--- config.mk ---
export PLATFORM = sky130hd
export DESIGN_NAME = text_to_integer_parser_flat
export DESIGN_NICKNAME = d
export VERILOG_FILES = /design/src/rtl/ttip_pkg.sv /design/src/rtl/ttip_char_if.sv /design/src/rtl/ttip_base_if.sv /design/src/rtl/ttip_result_if.sv /design/src/rtl/text_to_integer_parser.sv /design/src/rtl/ttip_mac.sv /design/src/flat_wrapper.sv
export SDC_FILE = /design/constraint.sdc
export NUM_CORES = 1
export LEC_CHECK = 0
export CAP_MARGIN = 20
export CELL_PAD_IN_SITES_DETAIL_PLACEMENT = 0
export CELL_PAD_IN_SITES_GLOBAL_PLACEMENT = 2
export CORE_MARGIN = 5
export CORE_UTILIZATION = 36
export DETAILED_ROUTE_END_ITERATION = 12
export DONT_BUFFER_PORTS = 1
export PLACE_DENSITY = 0.75
export SKIP_CTS_REPAIR_TIMING = 1
export SYNTH_ARGS = -nofsm -noshare
export SYNTH_HDL_FRONTEND = slang
export SYNTH_SLANG_ARGS = --single-unit
export TNS_END_PERCENT = 30
--- constraint.sdc ---
create_clock -name clk -period 7.4 [get_ports clk]
set_input_delay 1.11 -clock clk [delete_from_list [all_inputs] [get_ports clk]]
set_output_delay 1.11 -clock clk [all_outputs]
set_load 0.01 [all_outputs]
--- src/rtl/ttip_pkg.sv ---
package ttip_pkg;

	localparam int CHAR_W         = 8;
	localparam int BASE_W         = 6;
	localparam int STATUS_W       = 2;
	localparam int COUNT_W        = 13;
	localparam int MAX_COUNT_DEF  = 4096;
	localparam int VALUE_BITS_DEF = 64;

	localparam logic [BASE_W-1:0] BASE_AUTO  = 6'd0;
	localparam logic [BASE_W-1:0] BASE_ONE   = 6'd1;
	localparam logic [BASE_W-1:0] BASE_OCT   = 6'd8;
	localparam logic [BASE_W-1:0] BASE_DEC   = 6'd10;
	localparam logic [BASE_W-1:0] BASE_HEX   = 6'd16;
	localparam logic [BASE_W-1:0] BASE_MAX   = 6'd36;
	localparam logic [BASE_W-1:0] BASE_RESET = BASE_DEC;

	localparam logic [STATUS_W-1:0] STAT_OK       = 2'd0;
	localparam logic [STATUS_W-1:0] STAT_NO_DIGIT = 2'd1;
	localparam logic [STATUS_W-1:0] STAT_RANGE    = 2'd2;
	localparam logic [STATUS_W-1:0] STAT_BAD_BASE = 2'd3;

	localparam logic [CHAR_W-1:0] CH_SPACE = 8'h20;
	localparam logic [CHAR_W-1:0] CH_TAB   = 8'h09;
	localparam logic [CHAR_W-1:0] CH_CR    = 8'h0D;
	localparam logic [CHAR_W-1:0] CH_PLUS  = 8'h2B;
	localparam logic [CHAR_W-1:0] CH_MINUS = 8'h2D;
	localparam logic [CHAR_W-1:0] CH_0     = 8'h30;
	localparam logic [CHAR_W-1:0] CH_9     = 8'h39;
	localparam logic [CHAR_W-1:0] CH_UA    = 8'h41;
	localparam logic [CHAR_W-1:0] CH_UZ    = 8'h5A;
	localparam logic [CHAR_W-1:0] CH_LA    = 8'h61;
	localparam logic [CHAR_W-1:0] CH_LZ    = 8'h7A;
	localparam logic [CHAR_W-1:0] CH_LX    = 8'h78;
	localparam logic [CHAR_W-1:0] CH_UX    = 8'h58;

	localparam logic [BASE_W-1:0] DIGIT_TEN = 6'd10;

	typedef enum logic [2:0] {
		PH_IDLE,
		PH_SPACE,
		PH_SIGNED,
		PH_ZERO,
		PH_PREFIX,
		PH_DIGITS,
		PH_SKIP
	} phase_t;

	typedef enum logic {
		C_WAIT,
		C_MAC
	} ctl_t;

	typedef enum logic [1:0] {
		A_NONE,
		A_FINISH,
		A_BAD,
		A_MAC
	} act_t;

	typedef struct packed {
		logic              valid;
		logic [BASE_W-1:0] value;
	} digit_t;

	typedef struct packed {
		logic              start;
		logic [BASE_W-1:0] base;
		logic [BASE_W-1:0] digit;
	} mac_req_t;

	typedef struct packed {
		logic done;
		logic ovf;
	} mac_rsp_t;

	function automatic digit_t digit_of(input logic [CHAR_W-1:0] c);
		digit_t d;
		d.valid = 1'b1;
		d.value = '0;
		if (c >= CH_0 && c <= CH_9) begin
			d.value = BASE_W'(c - CH_0);
		end else if (c >= CH_LA && c <= CH_LZ) begin
			d.value = BASE_W'(c - CH_LA) + DIGIT_TEN;
		end else if (c >= CH_UA && c <= CH_UZ) begin
			d.value = BASE_W'(c - CH_UA) + DIGIT_TEN;
		end else begin
			d.valid = 1'b0;
		end
		return d;
	endfunction

endpackage

--- src/rtl/ttip_char_if.sv ---
interface ttip_char_if;
	logic                         valid;
	logic                         ready;
	logic [ttip_pkg::CHAR_W-1:0]  character;
	logic                         start_of_text;

	modport source (output valid, output character, output start_of_text, input ready);
	modport sink (input valid, input character, input start_of_text, output ready);
endinterface

--- src/rtl/ttip_base_if.sv ---
interface ttip_base_if;
	logic                        valid;
	logic                        ready;
	logic [ttip_pkg::BASE_W-1:0] number_base;

	modport source (output valid, output number_base, input ready);
	modport sink (input valid, input number_base, output ready);
endinterface

--- src/rtl/ttip_result_if.sv ---
interface ttip_result_if #(
	parameter int VALUE_BITS = ttip_pkg::VALUE_BITS_DEF
);
	logic                          valid;
	logic                          ready;
	logic [VALUE_BITS-1:0]         parsed_value;
	logic [ttip_pkg::STATUS_W-1:0] status_code;
	logic [ttip_pkg::COUNT_W-1:0]  chars_consumed;

	modport source (output valid, output parsed_value, output status_code,
		output chars_consumed, input ready);
	modport sink (input valid, input parsed_value, input status_code,
		input chars_consumed, output ready);
endinterface

--- src/rtl/text_to_integer_parser.sv ---
// Streaming strtoull-style parser: one text byte per word on the text channel,
// start_of_text marks the first byte of a string, number_base is latched then.
// Whitespace, sign, prefix and terminating bytes, and digits that follow an
// overflow, are taken without the multiplier; any other digit in the active base
// holds the text channel until the shift-add multiplier is done: it loads at
// acceptance, does a shift-add step for each bit of the base, adds the digit,
// and the product is written back before the next byte can be taken.
// One result word is given at the byte that ends the number; it sits in an
// output register, and no byte is taken while it waits unaccepted.
module text_to_integer_parser #(
	parameter int MAX_COUNT  = ttip_pkg::MAX_COUNT_DEF,
	parameter int VALUE_BITS = ttip_pkg::VALUE_BITS_DEF
) (
	input  logic          clk,
	input  logic          arst_n,
	ttip_base_if.sink     cfg,
	ttip_char_if.sink     text,
	ttip_result_if.source result
);

	localparam int CNT_W = $clog2(MAX_COUNT + 1);
	localparam logic [CNT_W-1:0] CNT_MAX = CNT_W'(MAX_COUNT);

	logic [ttip_pkg::BASE_W-1:0] number_base_q;

	ttip_pkg::ctl_t              ctl_q, ctl_d;
	ttip_pkg::phase_t            phase_q, phase_d, ph;
	logic [ttip_pkg::BASE_W-1:0] eb_q, eb_d, eb;
	logic [VALUE_BITS-1:0]       acc_q, acc_d, acc;
	logic                        minus_q, minus_d, minus;
	logic [CNT_W-1:0]            cnt_q, cnt_d, cnt;
	logic                        ovf_q, ovf_d, ovf;
	logic                        ds_q, ds_d, ds;

	ttip_pkg::act_t              act;
	ttip_pkg::digit_t            dig;
	logic [ttip_pkg::CHAR_W-1:0] c;
	logic                        step, start_num;
	logic [ttip_pkg::BASE_W-1:0] step_base;
	logic [CNT_W-1:0]            step_cnt;
	logic                        is_space, in_base;

	logic [VALUE_BITS-1:0]         fin_value;
	logic [ttip_pkg::STATUS_W-1:0] fin_status;
	logic [31:0]                   cnt_wide;

	logic                          text_ready, fire;
	ttip_pkg::mac_req_t            mac_req;
	ttip_pkg::mac_rsp_t            mac_rsp;
	logic [VALUE_BITS-1:0]         mac_result;

	logic                          res_valid_q;
	logic [VALUE_BITS-1:0]         res_value_q;
	logic [ttip_pkg::STATUS_W-1:0] res_status_q;
	logic [ttip_pkg::COUNT_W-1:0]  res_count_q;

	function automatic logic [CNT_W-1:0] sat_inc(input logic [CNT_W-1:0] x);
		return (x < CNT_MAX) ? x + CNT_W'(1) : x;
	endfunction

	// configuration
	assign cfg.ready = 1'b1;

	always_ff @(posedge clk or negedge arst_n) begin
		if (!arst_n) begin
			number_base_q <= ttip_pkg::BASE_RESET;
		end else if (cfg.valid) begin
			number_base_q <= cfg.number_base;
		end
	end

	// view of the state as this byte sees it, a new string starts clean
	assign c   = text.character;
	assign dig = ttip_pkg::digit_of(c);

	always_comb begin
		ph    = text.start_of_text ? ttip_pkg::PH_SPACE : phase_q;
		eb    = text.start_of_text ? number_base_q : eb_q;
		acc   = text.start_of_text ? '0 : acc_q;
		minus = text.start_of_text ? 1'b0 : minus_q;
		cnt   = text.start_of_text ? '0 : cnt_q;
		ovf   = text.start_of_text ? 1'b0 : ovf_q;
		ds    = text.start_of_text ? 1'b0 : ds_q;
	end

	assign is_space = (c == ttip_pkg::CH_SPACE) || (c >= ttip_pkg::CH_TAB && c <= ttip_pkg::CH_CR);
	assign in_base  = dig.valid && (dig.value < eb);

	always_comb begin
		fin_value  = '0;
		fin_status = ttip_pkg::STAT_NO_DIGIT;
		if (ds && ovf) begin
			fin_value  = '1;
			fin_status = ttip_pkg::STAT_RANGE;
		end else if (ds) begin
			fin_value  = minus ? ('0 - acc) : acc;
			fin_status = ttip_pkg::STAT_OK;
		end
	end

	assign cnt_wide = 32'(cnt);

	// parse decision for the byte on the text channel
	always_comb begin
		phase_d   = ph;
		eb_d      = eb;
		acc_d     = acc;
		minus_d   = minus;
		cnt_d     = cnt;
		ovf_d     = ovf;
		ds_d      = ds;
		act       = ttip_pkg::A_NONE;
		step      = 1'b0;
		start_num = 1'b0;
		step_base = eb;
		step_cnt  = cnt;
		case (ph)
			ttip_pkg::PH_IDLE: begin
			end
			ttip_pkg::PH_SPACE: begin
				if (is_space) begin
					cnt_d = sat_inc(cnt);
				end else if (c == ttip_pkg::CH_PLUS || c == ttip_pkg::CH_MINUS) begin
					minus_d = (c == ttip_pkg::CH_MINUS);
					cnt_d   = sat_inc(cnt);
					phase_d = ttip_pkg::PH_SIGNED;
				end else begin
					start_num = 1'b1;
				end
			end
			ttip_pkg::PH_SIGNED: begin
				start_num = 1'b1;
			end
			ttip_pkg::PH_ZERO: begin
				if (c == ttip_pkg::CH_LX || c == ttip_pkg::CH_UX) begin
					eb_d    = ttip_pkg::BASE_HEX;
					phase_d = ttip_pkg::PH_PREFIX;
				end else begin
					step = 1'b1;
				end
			end
			ttip_pkg::PH_PREFIX: begin
				if (in_base) begin
					step     = 1'b1;
					step_cnt = sat_inc(cnt);
				end else begin
					act = ttip_pkg::A_FINISH;
				end
			end
			ttip_pkg::PH_DIGITS: begin
				step = 1'b1;
			end
			ttip_pkg::PH_SKIP: begin
				if (in_base) begin
					cnt_d = sat_inc(cnt);
				end else begin
					act = ttip_pkg::A_FINISH;
				end
			end
			default: begin
			end
		endcase

		if (start_num) begin
			if (eb == ttip_pkg::BASE_ONE || eb > ttip_pkg::BASE_MAX) begin
				act = ttip_pkg::A_BAD;
			end else if (c == ttip_pkg::CH_0 &&
				(eb == ttip_pkg::BASE_AUTO || eb == ttip_pkg::BASE_HEX)) begin
				ds_d    = 1'b1;
				acc_d   = '0;
				cnt_d   = sat_inc(cnt);
				eb_d    = (eb == ttip_pkg::BASE_AUTO) ? ttip_pkg::BASE_OCT : ttip_pkg::BASE_HEX;
				phase_d = ttip_pkg::PH_ZERO;
			end else begin
				step      = 1'b1;
				step_base = (eb == ttip_pkg::BASE_AUTO) ? ttip_pkg::BASE_DEC : eb;
			end
		end

		if (step) begin
			if (dig.valid && dig.value < step_base) begin
				act   = ttip_pkg::A_MAC;
				ds_d  = 1'b1;
				cnt_d = sat_inc(step_cnt);
				eb_d  = step_base;
			end else begin
				act = ttip_pkg::A_FINISH;
			end
		end

		if (act == ttip_pkg::A_FINISH || act == ttip_pkg::A_BAD) begin
			phase_d = ttip_pkg::PH_IDLE;
		end
	end

	// sequencer
	always_comb begin
		ctl_d = ctl_q;
		case (ctl_q)
			ttip_pkg::C_WAIT: begin
				if (fire && act == ttip_pkg::A_MAC) begin
					ctl_d = ttip_pkg::C_MAC;
				end
			end
			ttip_pkg::C_MAC: begin
				if (mac_rsp.done) begin
					ctl_d = ttip_pkg::C_WAIT;
				end
			end
			default: ctl_d = ttip_pkg::C_WAIT;
		endcase
	end

	always_comb begin
		text_ready    = 1'b0;
		mac_req.start = 1'b0;
		mac_req.base  = step_base;
		mac_req.digit = dig.value;
		case (ctl_q)
			ttip_pkg::C_WAIT: begin
				text_ready    = !res_valid_q || result.ready;
				mac_req.start = text.valid && text_ready && (act == ttip_pkg::A_MAC);
			end
			ttip_pkg::C_MAC: begin
			end
			default: begin
			end
		endcase
	end

	assign text.ready = text_ready;
	assign fire       = text.valid && text_ready;

	always_ff @(posedge clk or negedge arst_n) begin
		if (!arst_n) begin
			ctl_q   <= ttip_pkg::C_WAIT;
			phase_q <= ttip_pkg::PH_IDLE;
			eb_q    <= '0;
			acc_q   <= '0;
			minus_q <= 1'b0;
			cnt_q   <= '0;
			ovf_q   <= 1'b0;
			ds_q    <= 1'b0;
		end else begin
			ctl_q <= ctl_d;
			if (fire) begin
				phase_q <= phase_d;
				eb_q    <= eb_d;
				acc_q   <= acc_d;
				minus_q <= minus_d;
				cnt_q   <= cnt_d;
				ovf_q   <= ovf_d;
				ds_q    <= ds_d;
			end else if (ctl_q == ttip_pkg::C_MAC && mac_rsp.done) begin
				ovf_q   <= mac_rsp.ovf;
				acc_q   <= mac_rsp.ovf ? '1 : mac_result;
				phase_q <= mac_rsp.ovf ? ttip_pkg::PH_SKIP : ttip_pkg::PH_DIGITS;
			end
		end
	end

	ttip_mac #(
		.VALUE_BITS(VALUE_BITS)
	) u_mac (
		.clk    (clk),
		.arst_n (arst_n),
		.req    (mac_req),
		.acc_in (acc),
		.rsp    (mac_rsp),
		.result (mac_result)
	);

	// result register
	always_ff @(posedge clk or negedge arst_n) begin
		if (!arst_n) begin
			res_valid_q <= 1'b0;
		end else if (fire && (act == ttip_pkg::A_FINISH || act == ttip_pkg::A_BAD)) begin
			res_valid_q <= 1'b1;
		end else if (result.ready) begin
			res_valid_q <= 1'b0;
		end
	end

	always_ff @(posedge clk) begin
		if (fire && act == ttip_pkg::A_FINISH) begin
			res_value_q  <= fin_value;
			res_status_q <= fin_status;
			res_count_q  <= ds ? cnt_wide[ttip_pkg::COUNT_W-1:0] : '0;
		end else if (fire && act == ttip_pkg::A_BAD) begin
			res_value_q  <= '0;
			res_status_q <= ttip_pkg::STAT_BAD_BASE;
			res_count_q  <= '0;
		end
	end

	assign result.valid          = res_valid_q;
	assign result.parsed_value   = res_value_q;
	assign result.status_code    = res_status_q;
	assign result.chars_consumed = res_count_q;

endmodule

--- src/rtl/ttip_mac.sv ---
// acc * base + digit, one base bit per cycle (msb first), then the digit add
module ttip_mac #(
	parameter int VALUE_BITS = ttip_pkg::VALUE_BITS_DEF
) (
	input  logic                  clk,
	input  logic                  arst_n,
	input  ttip_pkg::mac_req_t    req,
	input  logic [VALUE_BITS-1:0] acc_in,
	output ttip_pkg::mac_rsp_t    rsp,
	output logic [VALUE_BITS-1:0] result
);

	localparam int PW     = VALUE_BITS + ttip_pkg::BASE_W + 1;
	localparam int STEP_W = $clog2(ttip_pkg::BASE_W + 1);
	localparam logic [STEP_W-1:0] LAST_STEP = STEP_W'(ttip_pkg::BASE_W);

	logic                        busy_q;
	logic                        done_q;
	logic [STEP_W-1:0]           step_q;
	logic [VALUE_BITS-1:0]       a_q;
	logic [ttip_pkg::BASE_W-1:0] b_q;
	logic [ttip_pkg::BASE_W-1:0] d_q;
	logic [PW-1:0]               p_q;
	logic [PW-1:0]               addend;

	assign addend = b_q[ttip_pkg::BASE_W-1] ? PW'(a_q) : '0;

	always_ff @(posedge clk or negedge arst_n) begin
		if (!arst_n) begin
			busy_q <= 1'b0;
			done_q <= 1'b0;
			step_q <= '0;
		end else begin
			done_q <= 1'b0;
			if (req.start) begin
				busy_q <= 1'b1;
				step_q <= '0;
			end else if (busy_q) begin
				if (step_q != LAST_STEP) begin
					step_q <= step_q + STEP_W'(1);
				end else begin
					busy_q <= 1'b0;
					done_q <= 1'b1;
				end
			end
		end
	end

	always_ff @(posedge clk) begin
		if (req.start) begin
			a_q <= acc_in;
			b_q <= req.base;
			d_q <= req.digit;
			p_q <= '0;
		end else if (busy_q) begin
			if (step_q != LAST_STEP) begin
				p_q <= {p_q[PW-2:0], 1'b0} + addend;
				b_q <= {b_q[ttip_pkg::BASE_W-2:0], 1'b0};
			end else begin
				p_q <= p_q + PW'(d_q);
			end
		end
	end

	assign rsp.done = done_q;
	assign rsp.ovf  = |p_q[PW-1:VALUE_BITS];
	assign result   = p_q[VALUE_BITS-1:0];

endmodule

--- src/flat_wrapper.sv ---
// flat-port wrapper written by rule: the top's interface ports become plain ports
module text_to_integer_parser_flat 
#(
	parameter int MAX_COUNT  = ttip_pkg::MAX_COUNT_DEF,
	parameter int VALUE_BITS = ttip_pkg::VALUE_BITS_DEF
)
  (clk, arst_n, cfg_valid, cfg_number_base, cfg_ready, text_valid, text_character, text_start_of_text, text_ready, result_valid, result_parsed_value, result_status_code, result_chars_consumed, result_ready);
  ttip_base_if cfg_i ();
  ttip_char_if text_i ();
  ttip_result_if #(.VALUE_BITS(VALUE_BITS)) result_i ();
  input  logic clk;
  input  logic arst_n;
  input wire logic [$bits(cfg_i.valid)-1:0] cfg_valid;
  input wire logic [$bits(cfg_i.number_base)-1:0] cfg_number_base;
  output wire logic [$bits(cfg_i.ready)-1:0] cfg_ready;
  input wire logic [$bits(text_i.valid)-1:0] text_valid;
  input wire logic [$bits(text_i.character)-1:0] text_character;
  input wire logic [$bits(text_i.start_of_text)-1:0] text_start_of_text;
  output wire logic [$bits(text_i.ready)-1:0] text_ready;
  output wire logic [$bits(result_i.valid)-1:0] result_valid;
  output wire logic [$bits(result_i.parsed_value)-1:0] result_parsed_value;
  output wire logic [$bits(result_i.status_code)-1:0] result_status_code;
  output wire logic [$bits(result_i.chars_consumed)-1:0] result_chars_consumed;
  input wire logic [$bits(result_i.ready)-1:0] result_ready;
  assign cfg_i.valid = cfg_valid;
  assign cfg_i.number_base = cfg_number_base;
  assign cfg_ready = cfg_i.ready;
  assign text_i.valid = text_valid;
  assign text_i.character = text_character;
  assign text_i.start_of_text = text_start_of_text;
  assign text_ready = text_i.ready;
  assign result_valid = result_i.valid;
  assign result_parsed_value = result_i.parsed_value;
  assign result_status_code = result_i.status_code;
  assign result_chars_consumed = result_i.chars_consumed;
  assign result_i.ready = result_ready;
  text_to_integer_parser #(.MAX_COUNT(MAX_COUNT), .VALUE_BITS(VALUE_BITS)) u_core (.clk(clk), .arst_n(arst_n), .cfg(cfg_i), .text(text_i), .result(result_i));
endmodule
==> impl_metrics.json <==
{
  "grt_pass1_wl_um": 126000,
  "holdCritPathClass": "input pin to async pin",
  "finalWirelength_um": 81800,
  "synthArstFlopShare_pct": 31.1,
  "routedWlPerCell_um": 23.2,
  "drv_cap": 0,
  "final.period_utilization_pct": 82.2,
  "grt_pass1_vias": 20300,
  "worst_slew_pin_slew_ns": 1.15,
  "grt_overflow": 0,
  "die_area_sq_mm": 0.0685,
  "die_h_um": 262,
  "yosys_warnings": 0,
  "ant_nets": 0,
  "critical_path_arrival_ns": 6.52,
  "fin_tns_setup_ns": 0,
  "cts_tree": "done",
  "final_common_cell": "nor2_1",
  "criticalPathCategory": "input pin to flop",
  "root_buffer": "clkbuf_16",
  "grt.busiest_layer": "met2",
  "relSlewSlack_pct": 23.2,
  "synth_xor_area_share_pct": 5.14,
  "vias_per_cell": 5.85,
  "synth_edf_count": 155,
  "start_util_pct": 36.2,
  "first_pass_iters": 5,
  "first_iter_violations": 1789,
  "final_nets": 2767,
  "fin_hold_ws_ns": 0.240,
  "ys_seq_elements": 328,
  "grt.total_usage_pct": 23.4,
  "cts_sinks": 328,
  "layout.cells.most_common_list": "nor2_1, nand2_1, a21oi_1, o21ai_0, edfxtp_1",
  "dp_hpwl_um": 57300,
  "min_period_ns": 6.09,
  "syn_area_sq_mm": 0.0228,
  "synthToLayoutAreaGrowth_pct": 9.17,
  "ys_types": 100,
  "core_sq_mm": 0.0630,
  "yosys-mux-area-fraction_pct": 1.69,
  "rsz0062_at_grt": "false",
  "avgSynthCellArea_sq_um": 8.29,
  "synthAdderAreaFrac_pct": 5.44,
  "ys.flop_type": "edfxtp_1",
  "required_ns": 7.84,
  "io_pins": 102,
  "max_freq_ghz": 0.164,
  "gp_congestion": 0.893,
  "grt_use_met1_pct": 33.6,
  "synth_compound_area_share_pct": 23.5,
  "worstRegToRegCells": 15,
  "vias": 20600,
  "synth-simple-area-share_pct": 22.3,
  "status": "finished clean",
  "netlist_top_cells_area": "edfxtp_1, dfrtp_1, dfxtp_1",
  "slew_violations": 0,
  "numPortBuffers": 0,
  "grt_max_degree": 131,
  "cts_buffers": 41,
  "setup_viol": 0,
  "insertedDiodeCount": 0,
  "htree_levels": 2,
  "cp-start-kind": "input pin",
  "synth_top_area_share_pct": 20.4,
  "r2r_setup_slack_ns": 1.68,
  "vdd_ir_drop_max_uv": 232,
  "p_per_area_mw_per_mm2": 438,
  "drive_above_1_share_pct": 6.04,
  "grt_util_met3_pct": 4.15,
  "synthesis.nets": 2870,
  "grtUsageMet2_pct": 36.7,
  "cts_max_path_buffers": 3,
  "finalClockSkew_ns": 0.0254,
  "synth_top_cell_by_area": "edfxtp_1",
  "synth_top_family_by_area": "compound AO/OA/AOI/OAI gates",
  "synth_cells": 2752,
  "antenna_found_initial": 0,
  "p_total_w": 0.0109,
  "clk_pin_slew_ns": 0.06,
  "die_w_um": 262,
  "insertion_delay_ns": 0.58,
  "hold_violations": 0,
  "rows": 92,
  "p_leak_nw": 9.53,
  "cp-end-kind": "flop",
  "drc": 0,
  "yosysSeqAreaShare_pct": 37.8,
  "critPathMaxFanout": 31
}
area by class of cell:
type / count / area, sq um
clock buffer: 55 / 1130
clock inverter: 20 / 239
fill: 6417 / 38100
inverter: 61 / 231
multi-input combinational: 2180 / 13300
sequential: 328 / 8630
tap: 846 / 1060
timing repair buffer: 37 / 344
final timing paths:
kind,startpoint,endpoint
worst max-delay path,text_character[1],u_core.u_mac.p_q[67]
worst min-delay path,arst_n,u_core.minus_q
worst max register to register,u_core.u_mac.b_q[5],u_core.u_mac.p_q[67]
worst min register to register,u_core.eb_q[2],u_core.eb_q[2]
max in group asynchronous,arst_n,u_core.acc_q[59]
min in group clk,u_core.eb_q[2],u_core.eb_q[2]
critical path, stage by stage:
cell and delay (ns):
inv_1 0.05, ha_1 0.23, or4b_1 0.55, and3_1 0.21
o32a_4 0.40, nor2_1 0.21, nor2_1 0.07, o21ai_0 0.13
o21ai_0 0.22, ha_1 0.34, and4_1 0.16, a221oi_1 0.31
o311a_1 0.32, and2_1 0.43, o2111a_2 0.26, a21o_1 0.15
ha_1 0.16, nand2_1 0.09, inv_4 0.39, nor3_1 0.18
nand2_1 0.13, mux2i_1 0.08, a311o_1 0.33
registers in the layout, indices dropped and copies added (netlist names):
name                          flops
u_core.u_mac.p_q                 71
u_core.acc_q                     64
u_core.result.parsed_value       64
u_core.u_mac.a_q                 64
u_core.cnt_q                     13
u_core.result.chars_consumed     13
u_core.eb_q                       6
u_core.number_base_q              6
u_core.u_mac.b_q                  6
u_core.u_mac.d_q                  6
u_core.phase_q                    3
u_core.u_mac.step_q               3
u_core.result.status_code         2
u_core.ctl_q                      1
u_core.ds_q                       1
u_core.minus_q                    1
u_core.ovf_q                      1
u_core.result.valid               1
u_core.u_mac.busy_q               1
u_core.u_mac.done_q               1
cells by family (layout without fill, tap and decap cells):
family,Yosys count,count (layout)
buffers and inverters,244,173
other,1,1
multiplexers,37,37
AND/OR/NAND/NOR,1049,1049
flip-flops,328,328
XOR/XNOR,134,134
AO/OA/AOI/OAI,861,861
adder cells (fa/ha/maj),98,98
metrics by stage:
stage	std cells	setup slack, ns	area [sq um]	util, %
3_3_place_gp	3450	0.915	23500	37.3
2_1_floorplan	2752	-0.101	22800	-
5_1_grt	3527	0.983	24900	39.6
4_1_cts	3526	1.40	24900	39.5
6_report	3527	1.31	24900	39.6
3_5_place_dp	3451	0.827	23500	37.3
power by group:
part           leakage (nW)  switching (W)  total, W  internal [W]
sequential             3.32       0.000910   0.00350       0.00259
combinational          5.55        0.00327   0.00532       0.00205
clock                 0.664       0.000853   0.00210       0.00125
Yosys cell counts (13+ instances only):
master and count:
a21o_1 62, o21ai_1 15, a31oi_1 26, o21ai_0 240, o21bai_1 13, xor2_1 53
or3_1 21, nor2_1 299, nand2_1 272, dfxtp_1 71, nand2b_1 21, nor4_1 26
a21oi_1 268, nor2b_1 73, dfrtp_1 100, or2_2 13, and3_1 38, nand4_1 42
o21a_1 19, xnor2_1 81, mux2i_1 25, o31ai_1 34, buf_1 14, edfxtp_1 155
nand3_1 60, and2_1 86, clkbuf_1 157, a211oi_1 37, ha_1 96, inv_1 58
nor3_1 55
metal layers:
layer	up-vias	share of wire [%]	wire length, um
met2	641	45	36500
met4	0	2.5	2070
li1	9766	-	-
met5	-	0	0
met3	116	6.0	4890
met1	10100	47	38300
Note: power is estimated with default switching activity, not from simulation.
